**config.mk**
```make
export PLATFORM = sky130hd
export DESIGN_NAME = utf8_lenient_decoder_unit
export DESIGN_NICKNAME = d
export VERILOG_FILES = /design/src/rtl/core/utf8d_pkg.sv /design/src/rtl/core/utf8d_decode.sv /design/src/rtl/core/utf8_lenient_decoder_unit.sv
export VERILOG_INCLUDE_DIRS = /design/src /design/src/rtl/core
export SDC_FILE = /design/constraint.sdc
export NUM_CORES = 1
export LEC_CHECK = 0
export BUFFER_PORTS_ARGS = -buffer_cell sky130_fd_sc_hd__buf_2
export CORE_MARGIN = 2
export CORE_UTILIZATION = 35
export DETAILED_ROUTE_END_ITERATION = 10
export SLEW_MARGIN = 0
export SYNTH_ARGS = -nofsm -noshare
export SYNTH_HDL_FRONTEND = slang
export SYNTH_HIERARCHICAL = 1
export SYNTH_SLANG_ARGS = --single-unit
```
**constraint.sdc**
```tcl
create_clock -name clk -period 23.1 [get_ports clk]
set_input_delay 3.465 -clock clk [delete_from_list [all_inputs] [get_ports clk]]
set_output_delay 3.465 -clock clk [all_outputs]
set_load 0.02 [all_outputs]
```
**src/rtl/core/utf8_lenient_decoder_unit_defines.svh**
```systemverilog
// Assertion macros shared by the lenient UTF-8 decoder RTL.
// Expects a clock clk and an active-low reset rst_n in the using module.
`ifndef UTF8_LENIENT_DECODER_UNIT_DEFINES_SVH
`define UTF8_LENIENT_DECODER_UNIT_DEFINES_SVH

// Consequent must hold in the same cycle as the antecedent
`define U8D_ASSERT_SAME(lbl, ante, cons, msg) \
    lbl: assert property (@(posedge clk) disable iff (!rst_n) (ante) |-> (cons)) \
        else $error(msg);

// Consequent must hold in the cycle after the antecedent
`define U8D_ASSERT_NEXT(lbl, ante, cons, msg) \
    lbl: assert property (@(posedge clk) disable iff (!rst_n) (ante) |=> (cons)) \
        else $error(msg);

`endif

```
**src/rtl/core/utf8d_pkg.sv**
```systemverilog
// Shared types and constants for the lenient UTF-8 decoder.
// No dependencies; imported by utf8d_decode and utf8_lenient_decoder_unit.
package utf8d_pkg;

    localparam int CP_W        = 21;
    localparam int MAX_RESULTS = 4;
    localparam int HOLD_DEPTH  = 3;

    typedef logic [7:0]      byte_t;
    typedef logic [CP_W-1:0] cp_t;
    typedef logic [2:0]      len_t;   // sequence length or result count, 0 to 4
    typedef logic [1:0]      cnt_t;   // number of held bytes, 0 to 3

    typedef logic [MAX_RESULTS-1:0][CP_W-1:0] cp_set_t;
    typedef logic [HOLD_DEPTH-1:0][7:0]       held_set_t;

    // Lead byte classes
    localparam byte_t LEAD2_MASK = 8'hE0;
    localparam byte_t LEAD2_CODE = 8'hC0;
    localparam byte_t LEAD3_MASK = 8'hF0;
    localparam byte_t LEAD3_CODE = 8'hE0;
    localparam byte_t LEAD4_MASK = 8'hF8;
    localparam byte_t LEAD4_CODE = 8'hF0;

    localparam len_t LEN1 = 3'd1;
    localparam len_t LEN2 = 3'd2;
    localparam len_t LEN3 = 3'd3;
    localparam len_t LEN4 = 3'd4;

    localparam cp_t REPLACEMENT_CP = 21'h00FFFD;

    // Outcome of decoding one word against the held bytes
    typedef struct packed {
        logic    hold;    // sequence still open: keep the byte, emit nothing
        len_t    count;   // number of code points produced
        cp_set_t cp;      // code points, entry 0 first
    } dec_res_t;

endpackage

```
**src/rtl/core/utf8d_decode.sv**
```systemverilog
// Combinational decode of the held bytes plus one new byte into code points.
// Depends on utf8d_pkg.
module utf8d_decode
    import utf8d_pkg::*;
(
    input  held_set_t held_bytes,
    input  cnt_t      held_count,
    input  byte_t     in_byte,
    input  logic      end_of_stream,
    output dec_res_t  res
);

    // Sequence length implied by a lead byte
    function automatic len_t lead_len(input byte_t b);
        len_t l;
        l = LEN1;
        if ((b & LEAD2_MASK) == LEAD2_CODE)
        begin
            l = LEN2;
        end
        else if ((b & LEAD3_MASK) == LEAD3_CODE)
        begin
            l = LEN3;
        end
        else if ((b & LEAD4_MASK) == LEAD4_CODE)
        begin
            l = LEN4;
        end
        return l;
    endfunction

    byte_t win [MAX_RESULTS];
    len_t  n;

    // Assemble the byte window: held bytes first, new byte at held_count
    always_comb
    begin
        for (int i = 0; i < HOLD_DEPTH; i++)
        begin
            win[i] = (cnt_t'(i) == held_count) ? in_byte : held_bytes[i];
        end
        win[HOLD_DEPTH] = in_byte;
        n = len_t'(held_count) + LEN1;
    end

    // Walk the window, one code point per step
    always_comb
    begin
        len_t  pos;
        len_t  avail;
        len_t  len;
        len_t  adv;
        byte_t b0;
        byte_t b1;
        byte_t b2;
        byte_t b3;
        cp_t   cp;

        res.hold  = !end_of_stream && (n < lead_len(win[0]));
        res.count = '0;
        res.cp    = '0;
        pos       = '0;
        for (int k = 0; k < MAX_RESULTS; k++)
        begin
            b0    = win[pos[1:0]];
            b1    = win[pos[1:0] + 2'd1];
            b2    = win[pos[1:0] + 2'd2];
            b3    = win[pos[1:0] + 2'd3];
            len   = lead_len(b0);
            avail = n - pos;
            adv   = LEN1;
            if (!b0[7])
            begin
                cp = cp_t'(b0);
            end
            else if (len == LEN1 || avail < len)
            begin
                cp = REPLACEMENT_CP;
            end
            else
            begin
                adv = len;
                unique case (len)
                    LEN2:    cp = {10'd0, b0[4:0], b1[5:0]};
                    LEN3:    cp = {5'd0, b0[3:0], b1[5:0], b2[5:0]};
                    default: cp = {b0[2:0], b1[5:0], b2[5:0], b3[5:0]};
                endcase
            end
            if (!res.hold && pos < n)
            begin
                res.cp[k] = cp;
                res.count = len_t'(k + 1);
                pos       = pos + adv;
            end
        end
    end

endmodule

```
**src/rtl/core/utf8_lenient_decoder_unit.sv**
```systemverilog
// Lenient UTF-8 decoder top level: input word register, decode, result buffer.
// Depends on utf8d_pkg, utf8d_decode and utf8_lenient_decoder_unit_defines.svh.
//
//  channel | side   | tdata                   | tlast
//  --------+--------+-------------------------+---------------
//  s_*     | in     | [7:0] in_byte           | end_of_stream
//  m_*     | out    | [20:0] code_point, pad  | run_last
//
// One input word per cycle while the result buffer can take each decoded set;
// the decode runs between the input register and the result buffer, so a
// code point passes the input register and then the result buffer.
// An end-of-stream word can produce up to three code points; the result buffer
// drains one per cycle while m_tready is high, holding that set until all are taken.
// Reset clears the held-byte count and both valid flags; held bytes are
// only read once written. Output stalls back up through the input register.
`include "utf8_lenient_decoder_unit_defines.svh"

module utf8_lenient_decoder_unit
    import utf8d_pkg::*;
(
    input  logic        clk,
    input  logic        rst_n,
    input  logic        s_tvalid,
    output logic        s_tready,
    input  logic [7:0]  s_tdata,   // [7:0] in_byte
    input  logic        s_tlast,
    output logic        m_tvalid,
    input  logic        m_tready,
    output logic [23:0] m_tdata,   // [20:0] code_point, [23:21] zero
    output logic        m_tlast
);

    logic      in_valid_reg;
    byte_t     in_byte_reg;
    logic      in_eos_reg;
    held_set_t held_bytes_reg;
    cnt_t      held_count_reg;
    cnt_t      held_count_next;
    len_t      out_cnt_reg;
    len_t      out_cnt_next;
    cp_set_t   cp_reg;
    dec_res_t  dec;
    logic      out_can_load;
    logic      consume;

    // Decode the registered word against the held bytes
    utf8d_decode u_decode (
        .held_bytes    (held_bytes_reg),
        .held_count    (held_count_reg),
        .in_byte       (in_byte_reg),
        .end_of_stream (in_eos_reg),
        .res           (dec)
    );

    // Handshake between stages
    assign out_can_load = (out_cnt_reg == '0) || (out_cnt_reg == LEN1 && m_tready);
    assign consume      = in_valid_reg && out_can_load;
    assign s_tready     = !in_valid_reg || consume;

    // Input word register
    always_ff @(posedge clk or negedge rst_n)
    begin
        if (!rst_n)
        begin
            in_valid_reg <= 1'b0;
        end
        else if (s_tready)
        begin
            in_valid_reg <= s_tvalid;
        end
    end

    always_ff @(posedge clk)
    begin
        if (s_tready && s_tvalid)
        begin
            in_byte_reg <= s_tdata;
            in_eos_reg  <= s_tlast;
        end
    end

    // Held sequence: keep the byte while open, clear once decoded
    always_comb
    begin
        held_count_next = held_count_reg;
        if (consume)
        begin
            held_count_next = dec.hold ? held_count_reg + 2'd1 : '0;
        end
    end

    always_ff @(posedge clk or negedge rst_n)
    begin
        if (!rst_n)
        begin
            held_count_reg <= '0;
        end
        else
        begin
            held_count_reg <= held_count_next;
        end
    end

    always_ff @(posedge clk)
    begin
        if (consume && dec.hold)
        begin
            held_bytes_reg[held_count_reg] <= in_byte_reg;
        end
    end

    // Result buffer: load a set, then advance one code point per handshake
    always_comb
    begin
        out_cnt_next = out_cnt_reg;
        if (consume)
        begin
            out_cnt_next = dec.hold ? len_t'(0) : dec.count;
        end
        else if (m_tvalid && m_tready)
        begin
            out_cnt_next = out_cnt_reg - LEN1;
        end
    end

    always_ff @(posedge clk or negedge rst_n)
    begin
        if (!rst_n)
        begin
            out_cnt_reg <= '0;
        end
        else
        begin
            out_cnt_reg <= out_cnt_next;
        end
    end

    always_ff @(posedge clk)
    begin
        if (consume)
        begin
            cp_reg <= dec.cp;
        end
        else if (m_tvalid && m_tready)
        begin
            for (int i = 0; i < MAX_RESULTS - 1; i++)
            begin
                cp_reg[i] <= cp_reg[i+1];
            end
        end
    end

    // Drive the output word from the head of the buffer
    assign m_tvalid = (out_cnt_reg != '0);
    assign m_tdata  = {3'd0, cp_reg[0]};
    assign m_tlast  = (out_cnt_reg == LEN1);

    // Checks on the decode/buffer hand-off
    `U8D_ASSERT_SAME(a_hold_bounded,
        in_valid_reg && !in_eos_reg && held_count_reg == 2'd3, !dec.hold,
        "open sequence grew past three held bytes")
    `U8D_ASSERT_NEXT(a_hold_no_output, consume && dec.hold,
        out_cnt_reg == '0 && held_count_reg != '0,
        "held word produced output or lost its byte")
    `U8D_ASSERT_NEXT(a_decode_output, consume && !dec.hold,
        out_cnt_reg != '0 && held_count_reg == '0,
        "decoded word produced no code point or kept held bytes")
    `U8D_ASSERT_NEXT(a_eos_clears, consume && in_eos_reg, held_count_reg == '0,
        "end of stream left held bytes")

endmodule
```
[Yosys cells after proc, flatten, opt, wreduce, memory -nomap -nowiden]
Cells that the tools add are included.
Cells by class
  mux-type cells: 88
  $lt $le $gt $ge: 22
  reductions and logical operators: 26
  bitwise gates (word level): 14
  equal/unequal tests: 27
  add/subtract/negate cells: 17
  divide/modulo/power cells: 0
  shift operators: 0
  multiply operators: 0
Operator list (number)
  $mux W21: 11
  $bmux W8 S2: 12
  $pmux W21 S2: 4
  $mux W63: 2
  $mux W6: 18
  $mux W8: 10
  $mux W3: 24
  $ge A3 B3 Y1 const B: 12
  $not A2 Y3: 12
  $bwmux W24: 1
  $eq A3 B2 Y1 const B: 8
  $mux W24: 1
  $lt A3 B3 Y1: 7
  $eq A5 B5 Y1 const B: 4
  $demux W8 S2: 1
  $eq A4 B4 Y1 const B: 4
  $eq A3 B1 Y1 const B: 5
  $add A2 B2 Y2 const B: 6
  $eq A3 B3 Y1 const B: 4
  $logic_and A1 B1 Y1: 11
  $sub A3 B3 Y3: 3
  $add A2 B1 Y2 const B: 4
  $add A3 B3 Y3: 2
  $logic_or A1 B1 Y1: 6
  other kinds (17): 22
Storage, ports and cells
  memories: 0
  latch bits: 0
  output and inout port bits: 27
  memory bits (read-only): 0
  register bits after elaboration: 123
  bits in writable memories: 0
  input bits: 13
  word-level logic and storage cells: 208

[Depth between registers and ports, before layout]
Gate-level depths: netlist of run 1.
  depth after elaboration: 54
  gate-level depth with buffers: 58
  gate-level depth less buffers: 49

[Hierarchy]
Netlist of run 1, hierarchy kept.
Modules (own cells, without submodules)
  utf8d_decode: times used 1, cells each 770, area each 5302.6 um^2, seq. area each 0.0 um^2
  utf8_lenient_decoder_unit: times used 1, cells each 391, area each 4948.5 um^2, seq. area each 3663.5 um^2

[Worst setup path after synthesis of run 1]
Ideal clock, no wire load.
  path kind: flip-flop to flip-flop
  from: reg held_count_reg[0]
  to: reg cp_reg[71] (netlist name) (data pin)
  clock period less this slack: 12264 ps
  buffers on the path: 9
  data required time: 22826 ps
  setup slack: 10836 ps
  library setup time: 274 ps
  stages on the path, launching flop included: 57
  arrival: 11990 ps
  cells stage by stage: dfrtp_1 -> inv_1 -> ha_1 -> buf_6 -> nand2_2 -> and2_1 -> clkbuf_1 -> o21ai_0 -> ha_1 -> o21a_1 -> or3_1 -> inv_1 -> nor3_4 -> o21ai_4 -> inv_2 -> buf_2 -> buf_1 -> clkbuf_1 -> [21 not listed] -> a21oi_1 -> a211o_1 -> ha_1 -> inv_1 -> fa_1 -> mux2i_2 -> inv_2 -> mux2i_1 -> mux2_2 -> nor2_1 -> nor2_1 -> inv_1 -> ha_1 -> a21o_1 -> a21oi_1 -> a221oi_1 -> clkbuf_1 -> a31oi_1
Between the ends
  word-level cells in the longest chain between the ends: 50
  elaborated cells between the ends (all ways): 94
  those cells by class: add/sub (8); order compare (8); eq/ne (20); mux (41); bitwise (5); reduce/logical (12)
Ends and longest elaborated chain
  start: declaration: RTL line utf8_lenient_decoder_unit.sv:37  | cnt_t held_count_reg;
  start signal: assignment: RTL line utf8_lenient_decoder_unit.sv:100  | held_count_reg <= held_count_next;
  $logic_not A2 Y1: RTL line utf8d_decode.sv:40  | win[i] = (cnt_t'(i) == held_count) ? in_byte : held_bytes[i];
  $mux W8: RTL line utf8d_decode.sv:40
  $eq A5 B5 Y1: RTL line utf8d_decode.sv:25  | else if ((b & LEAD4_MASK) == LEAD4_CODE)
  $mux W3: RTL line utf8d_decode.sv:25
  $mux W3: RTL line utf8d_decode.sv:21  | else if ((b & LEAD3_MASK) == LEAD3_CODE)
  $mux W3: RTL line utf8d_decode.sv:17  | if ((b & LEAD2_MASK) == LEAD2_CODE)
  $lt A3 B3 Y1 or $eq A3 B1 Y1 (tied branches): RTL line utf8d_decode.sv:59, utf8d_decode.sv:76
  $logic_or A1 B1 Y1 or $logic_and A1 B1 Y1 (tied branches): RTL line utf8d_decode.sv:76, utf8d_decode.sv:59
  [33 not listed]
  $mux W8 (implied by the code) (2 in series): RTL line utf8d_decode.sv:65  | b0 = win[pos[1:0]];
  $eq A5 B5 Y1: RTL line utf8d_decode.sv:25
  $mux W3: RTL line utf8d_decode.sv:25
  $mux W3: RTL line utf8d_decode.sv:21
  $mux W3: RTL line utf8d_decode.sv:17
  $lt A3 B3 Y1 (tied with other cells): RTL line utf8d_decode.sv:76  | else if (len == LEN1 || avail < len)
  $logic_or A1 B1 Y1 or $pmux W21 S2 (tied branches): RTL line utf8d_decode.sv:76, utf8d_decode.sv:83
  $mux W21: RTL line utf8d_decode.sv:76
  end signal: assignment: RTL line utf8_lenient_decoder_unit.sv:142  | cp_reg <= dec.cp;
  end signal: indexed assignment: RTL line utf8_lenient_decoder_unit.sv:148  | cp_reg[i] <= cp_reg[i+1];
  end: declaration: RTL line utf8_lenient_decoder_unit.sv:41  | cp_set_t cp_reg;
Several ways; a longest one is shown, not always the timed one. The select of a mux whose other input is x is not followed.
A chain may end at the register's enable or synchronous reset.

[Worst setup path after layout of run 1]
  from: reg held_count_reg[0]
  to: reg cp_reg[83] (netlist name) (data pin)
Between the ends
  word-level cells in the longest chain between the ends: 50
  elaborated cells between the ends (all ways): 85
  those cells by class: add/sub (6); order compare (8); eq/ne (20); mux (34); bitwise (5); reduce/logical (12)
Ends and longest elaborated chain (RTL line)
  $logic_not A2 Y1: utf8d_decode.sv:40
  $mux W8: utf8d_decode.sv:40
  $eq A5 B5 Y1: utf8d_decode.sv:25
  $mux W3: utf8d_decode.sv:25
  $mux W3: utf8d_decode.sv:21
  $mux W3: utf8d_decode.sv:17
  $lt A3 B3 Y1 or $eq A3 B1 Y1 (tied branches): utf8d_decode.sv:59, utf8d_decode.sv:76
  $logic_or A1 B1 Y1 or $logic_and A1 B1 Y1 (tied branches): utf8d_decode.sv:76, utf8d_decode.sv:59
  [33 not listed]
  $mux W8 (implied by the code) (2 in series): utf8d_decode.sv:65
  $eq A5 B5 Y1: utf8d_decode.sv:25
  $mux W3: utf8d_decode.sv:25
  $mux W3: utf8d_decode.sv:21
  $mux W3: utf8d_decode.sv:17
  $lt A3 B3 Y1 or $eq A3 B1 Y1 (tied branches): utf8d_decode.sv:76
  $logic_or A1 B1 Y1: utf8d_decode.sv:76
  $reduce_or A3 Y1 (no source line)
Several ways; a longest one is shown, not always the timed one. The select of a mux whose other input is x is not followed.

==> impl_metrics.xml, run 1 <==
<?xml version="1.0" encoding="UTF-8"?>
<metrics>
  <group name="global_routing">
    <metric name="grt_overflow_total" unit="">0</metric>
    <metric name="antenna_found_initial" unit="">0</metric>
    <metric name="groute.layer.met3.usage" unit="">0.0461</metric>
    <metric name="top_usage_layer" unit="">met2</metric>
    <metric name="maximum_number_of_pins_on_one_net_before_global_route_repair" unit="">93</metric>
    <metric name="grt_pass1_wl" unit="mm">49.5</metric>
    <metric name="grt_use_met1" unit="">0.288</metric>
    <metric name="global_route.usage.total" unit="">0.213</metric>
    <metric name="via_count_of_the_first_global_routing_pass" unit="">8172</metric>
    <metric name="grt.met2_usage" unit="">0.332</metric>
  </group>
  <group name="min_path">
    <metric name="timing.hold.worst.class" unit="">flop to flop</metric>
    <metric name="hold_path_depth" unit="">2</metric>
    <metric name="hold_path.startpoint" unit="">cp_reg[33]</metric>
    <metric name="worstHoldEndpoint" unit="">m_tdata[12]</metric>
  </group>
  <group name="final_layout">
    <metric name="instances_no_fill" unit="">1526</metric>
    <metric name="commonest_cells_after_routing_fill_and_taps_aside" unit="">274 x sky130_fd_sc_hd__nand2_1, 117 x sky130_fd_sc_hd__edfxtp_1, 113 x sky130_fd_sc_hd__mux2i_1</metric>
    <metric name="stdcell_area" unit="um2">11000</metric>
    <metric name="multi_input_area" unit="um2">5900</metric>
    <metric name="fin_nets" unit="">1177</metric>
    <metric name="syn_to_final_growth" unit="%">7.79</metric>
    <metric name="final_common_cell" unit="">sky130_fd_sc_hd__nand2_1</metric>
    <metric name="antenna-diode-count" unit="">0</metric>
    <metric name="drive_gt1_frac" unit="">0.134</metric>
    <metric name="fin_util" unit="">0.384</metric>
    <metric name="sequential_cell_area" unit="um2">3660</metric>
    <metric name="largest_register_ffs" unit="">63</metric>
    <metric name="nFillCells" unit="">2916</metric>
  </group>
  <group name="logic_synthesis">
    <metric name="postSynth.asyncResetShare" unit="">0.0488</metric>
    <metric name="syn_avg_cell_area" unit="um2">8.83</metric>
    <metric name="ys_warn_count" unit="">6</metric>
    <metric name="synth-seq-area-share" unit="">0.357</metric>
    <metric name="postSynthCellCount" unit="">1161</metric>
    <metric name="synthesis.area" unit="um2">10300</metric>
    <metric name="dominantRegCellSynth" unit="">sky130_fd_sc_hd__edfxtp_1</metric>
    <metric name="post_synth_num_cell_types" unit="">78</metric>
    <metric name="count_of_flip_flops_with_a_built_in_enable_after_synthesis" unit="">117</metric>
    <metric name="register_bit_count_reported_by_yosys" unit="">123</metric>
  </group>
  <group name="critical_path">
    <metric name="crit_required" unit="ps">23270</metric>
    <metric name="crit_path_frequent_cell" unit="">sky130_fd_sc_hd__ha_1</metric>
    <metric name="timing_worst_setup_path_type" unit="">flop to flop</metric>
    <metric name="endpoint_kind" unit="">flop</metric>
    <metric name="reg2reg_slack" unit="ps">7370</metric>
    <metric name="worst_r2r_endpoint" unit="">cp_reg[83]</metric>
    <metric name="timing.critical_path.arrival" unit="ps">15890</metric>
    <metric name="critical_path.startpoint_type" unit="">flop</metric>
    <metric name="slowest_delay" unit="ps">990</metric>
    <metric name="cell_with_the_biggest_individual_delay_on_the_critical_path" unit="">sky130_fd_sc_hd__o21ai_0</metric>
    <metric name="r2r-start" unit="">held_count_reg[0]</metric>
    <metric name="worst-r2r-cell-count" unit="">48</metric>
    <metric name="timing.critical_path.fanout_max" unit="">34</metric>
  </group>
  <group name="sta">
    <metric name="finalWorstPathRequiredPeriod" unit="ps">15730</metric>
    <metric name="report.final.setup_viol" unit="">0</metric>
    <metric name="grt_setup_unrepaired" unit="">false</metric>
    <metric name="worst_pin_slew" unit="ps">1240</metric>
    <metric name="timing_max_transition_violations_final" unit="">0</metric>
    <metric name="fin_setup_tns" unit="ps">0</metric>
    <metric name="finalClockSkew" unit="ps">12.3</metric>
    <metric name="slew-limit-headroom" unit="">0.162</metric>
    <metric name="timing.final.crit_share" unit="">0.681</metric>
    <metric name="max_freq" unit="GHz">0.0636</metric>
    <metric name="number_of_hold_violations_in_the_final_report" unit="">0</metric>
  </group>
  <group name="clock_network">
    <metric name="post_cts_resized" unit="">0</metric>
    <metric name="clock_sinks" unit="">123</metric>
    <metric name="h_tree_depth" unit="">4</metric>
    <metric name="clk_root_buffer_cell" unit="">sky130_fd_sc_hd__clkbuf_16</metric>
    <metric name="cts_hold_buffers" unit="">0</metric>
    <metric name="clock_slew_at_reported_path_ffs" unit="ps">70</metric>
    <metric name="clock_insertion_delay_worst_skew" unit="ps">430</metric>
    <metric name="cts_tree" unit="">done</metric>
    <metric name="cts_setup_buffers" unit="">0</metric>
    <metric name="cts-buffers-inserted" unit="">17</metric>
    <metric name="cts_buffer_depth" unit="">2</metric>
  </group>
  <group name="drt">
    <metric name="drc_errors" unit="">0</metric>
    <metric name="routed-via-count" unit="">8739</metric>
    <metric name="residual_antenna_violating_net_count_after_detailed_routing" unit="">0</metric>
    <metric name="drtIter0Drc" unit="">1190</metric>
    <metric name="post_detailed_route_via_to_cell_ratio" unit="">5.73</metric>
    <metric name="postRouteWirelength" unit="mm">32.7</metric>
    <metric name="wire_per_inst" unit="um">21.4</metric>
    <metric name="drt_first_pass_iters" unit="">5</metric>
  </group>
  <group name="placed_design">
    <metric name="globalplace.congestion" unit="">0.929</metric>
    <metric name="dp_hpwl" unit="mm">23.4</metric>
    <metric name="place_inst" unit="">1494</metric>
    <metric name="postPlaceCellArea" unit="um2">10400</metric>
    <metric name="placement.io_buffers" unit="">36</metric>
  </group>
  <group name="die">
    <metric name="floorplan.initialDensity" unit="">0.356</metric>
    <metric name="die_width" unit="um">175</metric>
    <metric name="dieArea" unit="um2">30700</metric>
    <metric name="top_level_ports" unit="">40</metric>
    <metric name="placement_rows" unit="">62</metric>
    <metric name="core_area" unit="um2">28800</metric>
    <metric name="die_ht" unit="um">175</metric>
  </group>
  <group name="flow_run">
    <metric name="maxCapViolations" unit="">0</metric>
  </group>
  <group name="status">
    <metric name="outcome" unit="">complete, no violations</metric>
  </group>
</metrics>
==> worst max-delay path by stage <==
stage / startpoint / endpoint / slack (ps) / depth (start not counted)
after floorplan: held_count_reg[0] / cp_reg[71] / 10840 / 56
after global placement: held_count_reg[0] / cp_reg[83] / 8160 / 48
after detailed placement: held_count_reg[0] / cp_reg[83] / 7790 / 48
after CTS: held_count_reg[0] / cp_reg[63] / 7710 / 49
after global routing: held_count_reg[0] / cp_reg[83] / 6040 / 48
final: held_count_reg[0] / cp_reg[83] / 7370 / 48
==> logic make-up after synthesis <==
| family | synth area share |
|---|---|
| and+or+nand+nor | 0.194 |
| AOI/OAI and AO/OA | 0.160 |
| muxes | 0.172 |
| buffers and inverters | 0.0686 |
| DFF | 0.357 |
| adders and majority gates | 0.0464 |
| xor gates and xnor gates | 0.00256 |
| other | 0.000366 |
==> Yosys cell counts, drive strengths merged (3+ instances only) <==
library cell,instances,area share
a211oi,3,0.0027
a21oi,57,0.028
a221oi,18,0.015
a22oi,18,0.013
a31oi,26,0.016
a32oi,4,0.0034
and2,8,0.0049
and3,4,0.0024
buf,58,0.041
clkbuf,44,0.016
dfrtp,6,0.015
edfxtp,117,0.34
fa,5,0.0098
ha,30,0.037
inv,31,0.012
mux2,47,0.052
mux2i,116,0.11
nand2,276,0.10
nand2b,14,0.0085
nand3,12,0.0059
nor2,76,0.028
nor2b,19,0.012
nor3,14,0.0090
nor3b,6,0.0044
nor4b,4,0.0034
o2111ai,3,0.0032
o211ai,9,0.0066
o21a,8,0.0066
o21ai,68,0.035
o221ai,7,0.0060
o22ai,10,0.0061
or2,3,0.0018
or3,7,0.0043
xor2,3,0.0026
==> critical path, delay by kind of cell (launching register included) <==
kind            cells  cell delay [ps]
simple gates       12             4100
mux                 6             1850
compound gates     14             3780
buf+inv             8             2110
flops               1              580
fa+ha+maj           8             3000
==> area by class of cell <==
type                            count  area share
Sequential cell                   123       0.332
Tap cell                          384      0.0435
Multi-Input combinational cell    907       0.534
Inverter                           31      0.0110
Clock inverter                     15      0.0160
Timing Repair Buffer               49      0.0251
Clock buffer                       17      0.0385
==> stage by stage <==
step	worst slack [ps]	hold WS (ps)
4_1_cts	7710	510
3_5_place_dp	7790	500
6_report	7370	509
3_3_place_gp	8160	499
5_1_grt	6040	546
2_1_floorplan	10840	462
==> per-layer routing <==
| metal | routed length (um) | vias to the layer above |
|---|---|---|
| met4 | 1010 | 0 |
| met3 | 2430 | 59 |
| met1 | 14400 | 4242 |
| met5 | 0 | - |
| met2 | 14800 | 337 |
| li1 | - | 4101 |
Power of run 1 is left out: the tool's default activity adds up to more than one toggle a clock period on the data nets, which glitch-free logic cannot reach.
==> run 2: changes to the inputs <==
==> constraint.sdc (replaced) <==
create_clock -name clk -period 16.05 [get_ports clk]
set_input_delay 2.4075 -clock clk [delete_from_list [all_inputs] [get_ports clk]]
set_output_delay 2.4075 -clock clk [all_outputs]
set_load 0.02 [all_outputs]
==> run 2 against run 1 <==
Against the previous run: sequential cell count unchanged; fmax grew 5.8%; routed wire length is 1.1% lower; final cell count increased by 0.33%; count of clock-buffer cells in the layout rose by 1; worst setup slack worse by 6200 ps; register-to-register slack got worse by 6200 ps; clock skew rose by 2.6 ps; design area rose by 0.44%.
==> impl_metrics.xml, run 2 (same netlist as run 1, synthesis figures left out) <==
<?xml version="1.0" encoding="UTF-8"?>
<metrics>
  <group name="status">
    <metric name="outcome" unit="">complete, no violations</metric>
  </group>
  <group name="clock_network">
    <metric name="cts_buffer_depth" unit="">2</metric>
    <metric name="clock_insertion_delay_worst_skew" unit="ps">430</metric>
    <metric name="cts_hold_buffers" unit="">0</metric>
    <metric name="clock_sinks" unit="">123</metric>
    <metric name="cts-buffers-inserted" unit="">17</metric>
    <metric name="cts_tree" unit="">done</metric>
    <metric name="clock_slew_at_reported_path_ffs" unit="ps">60</metric>
    <metric name="h_tree_depth" unit="">4</metric>
    <metric name="post_cts_resized" unit="">0</metric>
    <metric name="clk_root_buffer_cell" unit="">sky130_fd_sc_hd__clkbuf_16</metric>
    <metric name="cts_setup_buffers" unit="">0</metric>
  </group>
  <group name="critical_path">
    <metric name="timing_worst_setup_path_type" unit="">flop to flop</metric>
    <metric name="endpoint_kind" unit="">flop</metric>
    <metric name="slowest_delay" unit="ps">690</metric>
    <metric name="timing.critical_path.arrival" unit="ps">15020</metric>
    <metric name="crit_path_frequent_cell" unit="">sky130_fd_sc_hd__ha_1</metric>
    <metric name="crit_required" unit="ps">16210</metric>
    <metric name="cell_with_the_biggest_individual_delay_on_the_critical_path" unit="">sky130_fd_sc_hd__a2bb2oi_4</metric>
    <metric name="timing.critical_path.fanout_max" unit="">33</metric>
    <metric name="critical_path.startpoint_type" unit="">flop</metric>
  </group>
  <group name="die">
    <metric name="die_width" unit="um">175</metric>
    <metric name="dieArea" unit="um2">30700</metric>
    <metric name="placement_rows" unit="">62</metric>
    <metric name="top_level_ports" unit="">40</metric>
    <metric name="die_ht" unit="um">175</metric>
    <metric name="core_area" unit="um2">28800</metric>
    <metric name="floorplan.initialDensity" unit="">0.356</metric>
  </group>
  <group name="sta">
    <metric name="timing.final.crit_share" unit="">0.926</metric>
    <metric name="number_of_hold_violations_in_the_final_report" unit="">0</metric>
    <metric name="worst_pin_slew" unit="ps">1200</metric>
    <metric name="finalClockSkew" unit="ps">15.0</metric>
    <metric name="report.final.setup_viol" unit="">0</metric>
    <metric name="finalWorstPathRequiredPeriod" unit="ps">14860</metric>
    <metric name="slew-limit-headroom" unit="">0.197</metric>
    <metric name="fin_setup_tns" unit="ps">0</metric>
    <metric name="timing_max_transition_violations_final" unit="">0</metric>
    <metric name="max_freq" unit="GHz">0.0673</metric>
    <metric name="grt_setup_unrepaired" unit="">false</metric>
  </group>
  <group name="drt">
    <metric name="postRouteWirelength" unit="mm">32.3</metric>
    <metric name="routed-via-count" unit="">8751</metric>
    <metric name="drtIter0Drc" unit="">996</metric>
    <metric name="drt_first_pass_iters" unit="">6</metric>
    <metric name="drc_errors" unit="">0</metric>
    <metric name="wire_per_inst" unit="um">21.1</metric>
    <metric name="post_detailed_route_via_to_cell_ratio" unit="">5.72</metric>
    <metric name="residual_antenna_violating_net_count_after_detailed_routing" unit="">0</metric>
  </group>
  <group name="global_routing">
    <metric name="maximum_number_of_pins_on_one_net_before_global_route_repair" unit="">93</metric>
    <metric name="grt_pass1_wl" unit="mm">49.4</metric>
    <metric name="antenna_found_initial" unit="">0</metric>
    <metric name="grt_overflow_total" unit="">0</metric>
    <metric name="global_route.usage.total" unit="">0.211</metric>
    <metric name="via_count_of_the_first_global_routing_pass" unit="">8176</metric>
  </group>
  <group name="final_layout">
    <metric name="syn_to_final_growth" unit="%">8.26</metric>
    <metric name="fin_nets" unit="">1182</metric>
    <metric name="nFillCells" unit="">2909</metric>
    <metric name="final_common_cell" unit="">sky130_fd_sc_hd__nand2_1</metric>
    <metric name="commonest_cells_after_routing_fill_and_taps_aside" unit="">274 x sky130_fd_sc_hd__nand2_1, 117 x sky130_fd_sc_hd__edfxtp_1, 113 x sky130_fd_sc_hd__mux2i_1</metric>
    <metric name="largest_register_ffs" unit="">63</metric>
    <metric name="antenna-diode-count" unit="">0</metric>
    <metric name="drive_gt1_frac" unit="">0.137</metric>
  </group>
  <group name="placed_design">
    <metric name="placement.io_buffers" unit="">36</metric>
    <metric name="dp_hpwl" unit="mm">23.4</metric>
    <metric name="globalplace.congestion" unit="">0.935</metric>
  </group>
  <group name="flow_run">
    <metric name="maxCapViolations" unit="">0</metric>
  </group>
  <group name="min_path">
    <metric name="timing.hold.worst.class" unit="">flop to flop</metric>
  </group>
</metrics>
[run 2: cell types whose count changed in the layout (fill, tap and decap cells not counted), sizes merged]
cell | previous run | this run
clkinv | 2 | 4
buf | 49 | 54
inv | 41 | 37
clkbuf | 17 | 18
bufinv | 2 | 3
[run 2: per-layer routing]
layer / global-route usage / vias to the layer above / routed length [um]
li1: - / 4120 / -
met1: 0.292 / 4205 / 14300
met2: 0.327 / 363 / 14700
met3: 0.0355 / 63 / 2190
met4: 0.0872 / 0 / 1170
met5: 0 / - / 0
[run 2: worst max-delay path: cells and delay by family, from the launching register on]
| kind | cells | cell delay (ps) |
|---|---|---|
| adders and majority gates | 8 | 3050 |
| AOI/OAI and AO/OA | 13 | 3420 |
| and+or+nand+nor | 14 | 3730 |
| muxes | 6 | 1900 |
| DFF | 1 | 580 |
| buffers and inverters | 8 | 1810 |
[run 2: layout make-up]
type	instances	area, um2	area share
inverters	31	121	0.0109
repair buffers	54	315	0.0284
well taps	384	480	0.0433
flip-flops and latches	123	3660	0.330
multi-input cells	907	5900	0.532
clock inverters	14	184	0.0166
clock buffers	18	429	0.0387
[run 2: through the flow]
step | setup slack [ps] | hold WS [ps] | instances | utilization | area [um2]
global placement | 1870 | 498 | 1499 | 0.364 | 10500
finish | 1190 | 512 | 1531 | 0.386 | 11100
detailed placement | 1490 | 501 | 1499 | 0.364 | 10500
CTS | 1440 | 517 | 1531 | 0.386 | 11100
floorplan | 3790 | 462 | 1163 | - | 10300
global route | 71.5 | 529 | 1531 | 0.386 | 11100
[run 2: path summary, 6_finish.rpt]
path / start / endpoint / slack [ps] / cells after the start
min: cp_reg[38] / m_tdata[17] / 510 / 2
min in group asynchronous: rst_n / held_count_reg[1] / 1840 / 1
max: held_count_reg[0] / cp_reg[81] / 1190 / 49
max in group asynchronous: rst_n / in_valid_reg / 14010 / 1
max reg2reg: held_count_reg[0] / cp_reg[81] / 1190 / 49
min reg2reg: cp_reg[38] / m_tdata[17] / 510 / 2
Power of run 2 is left out for the same reason.
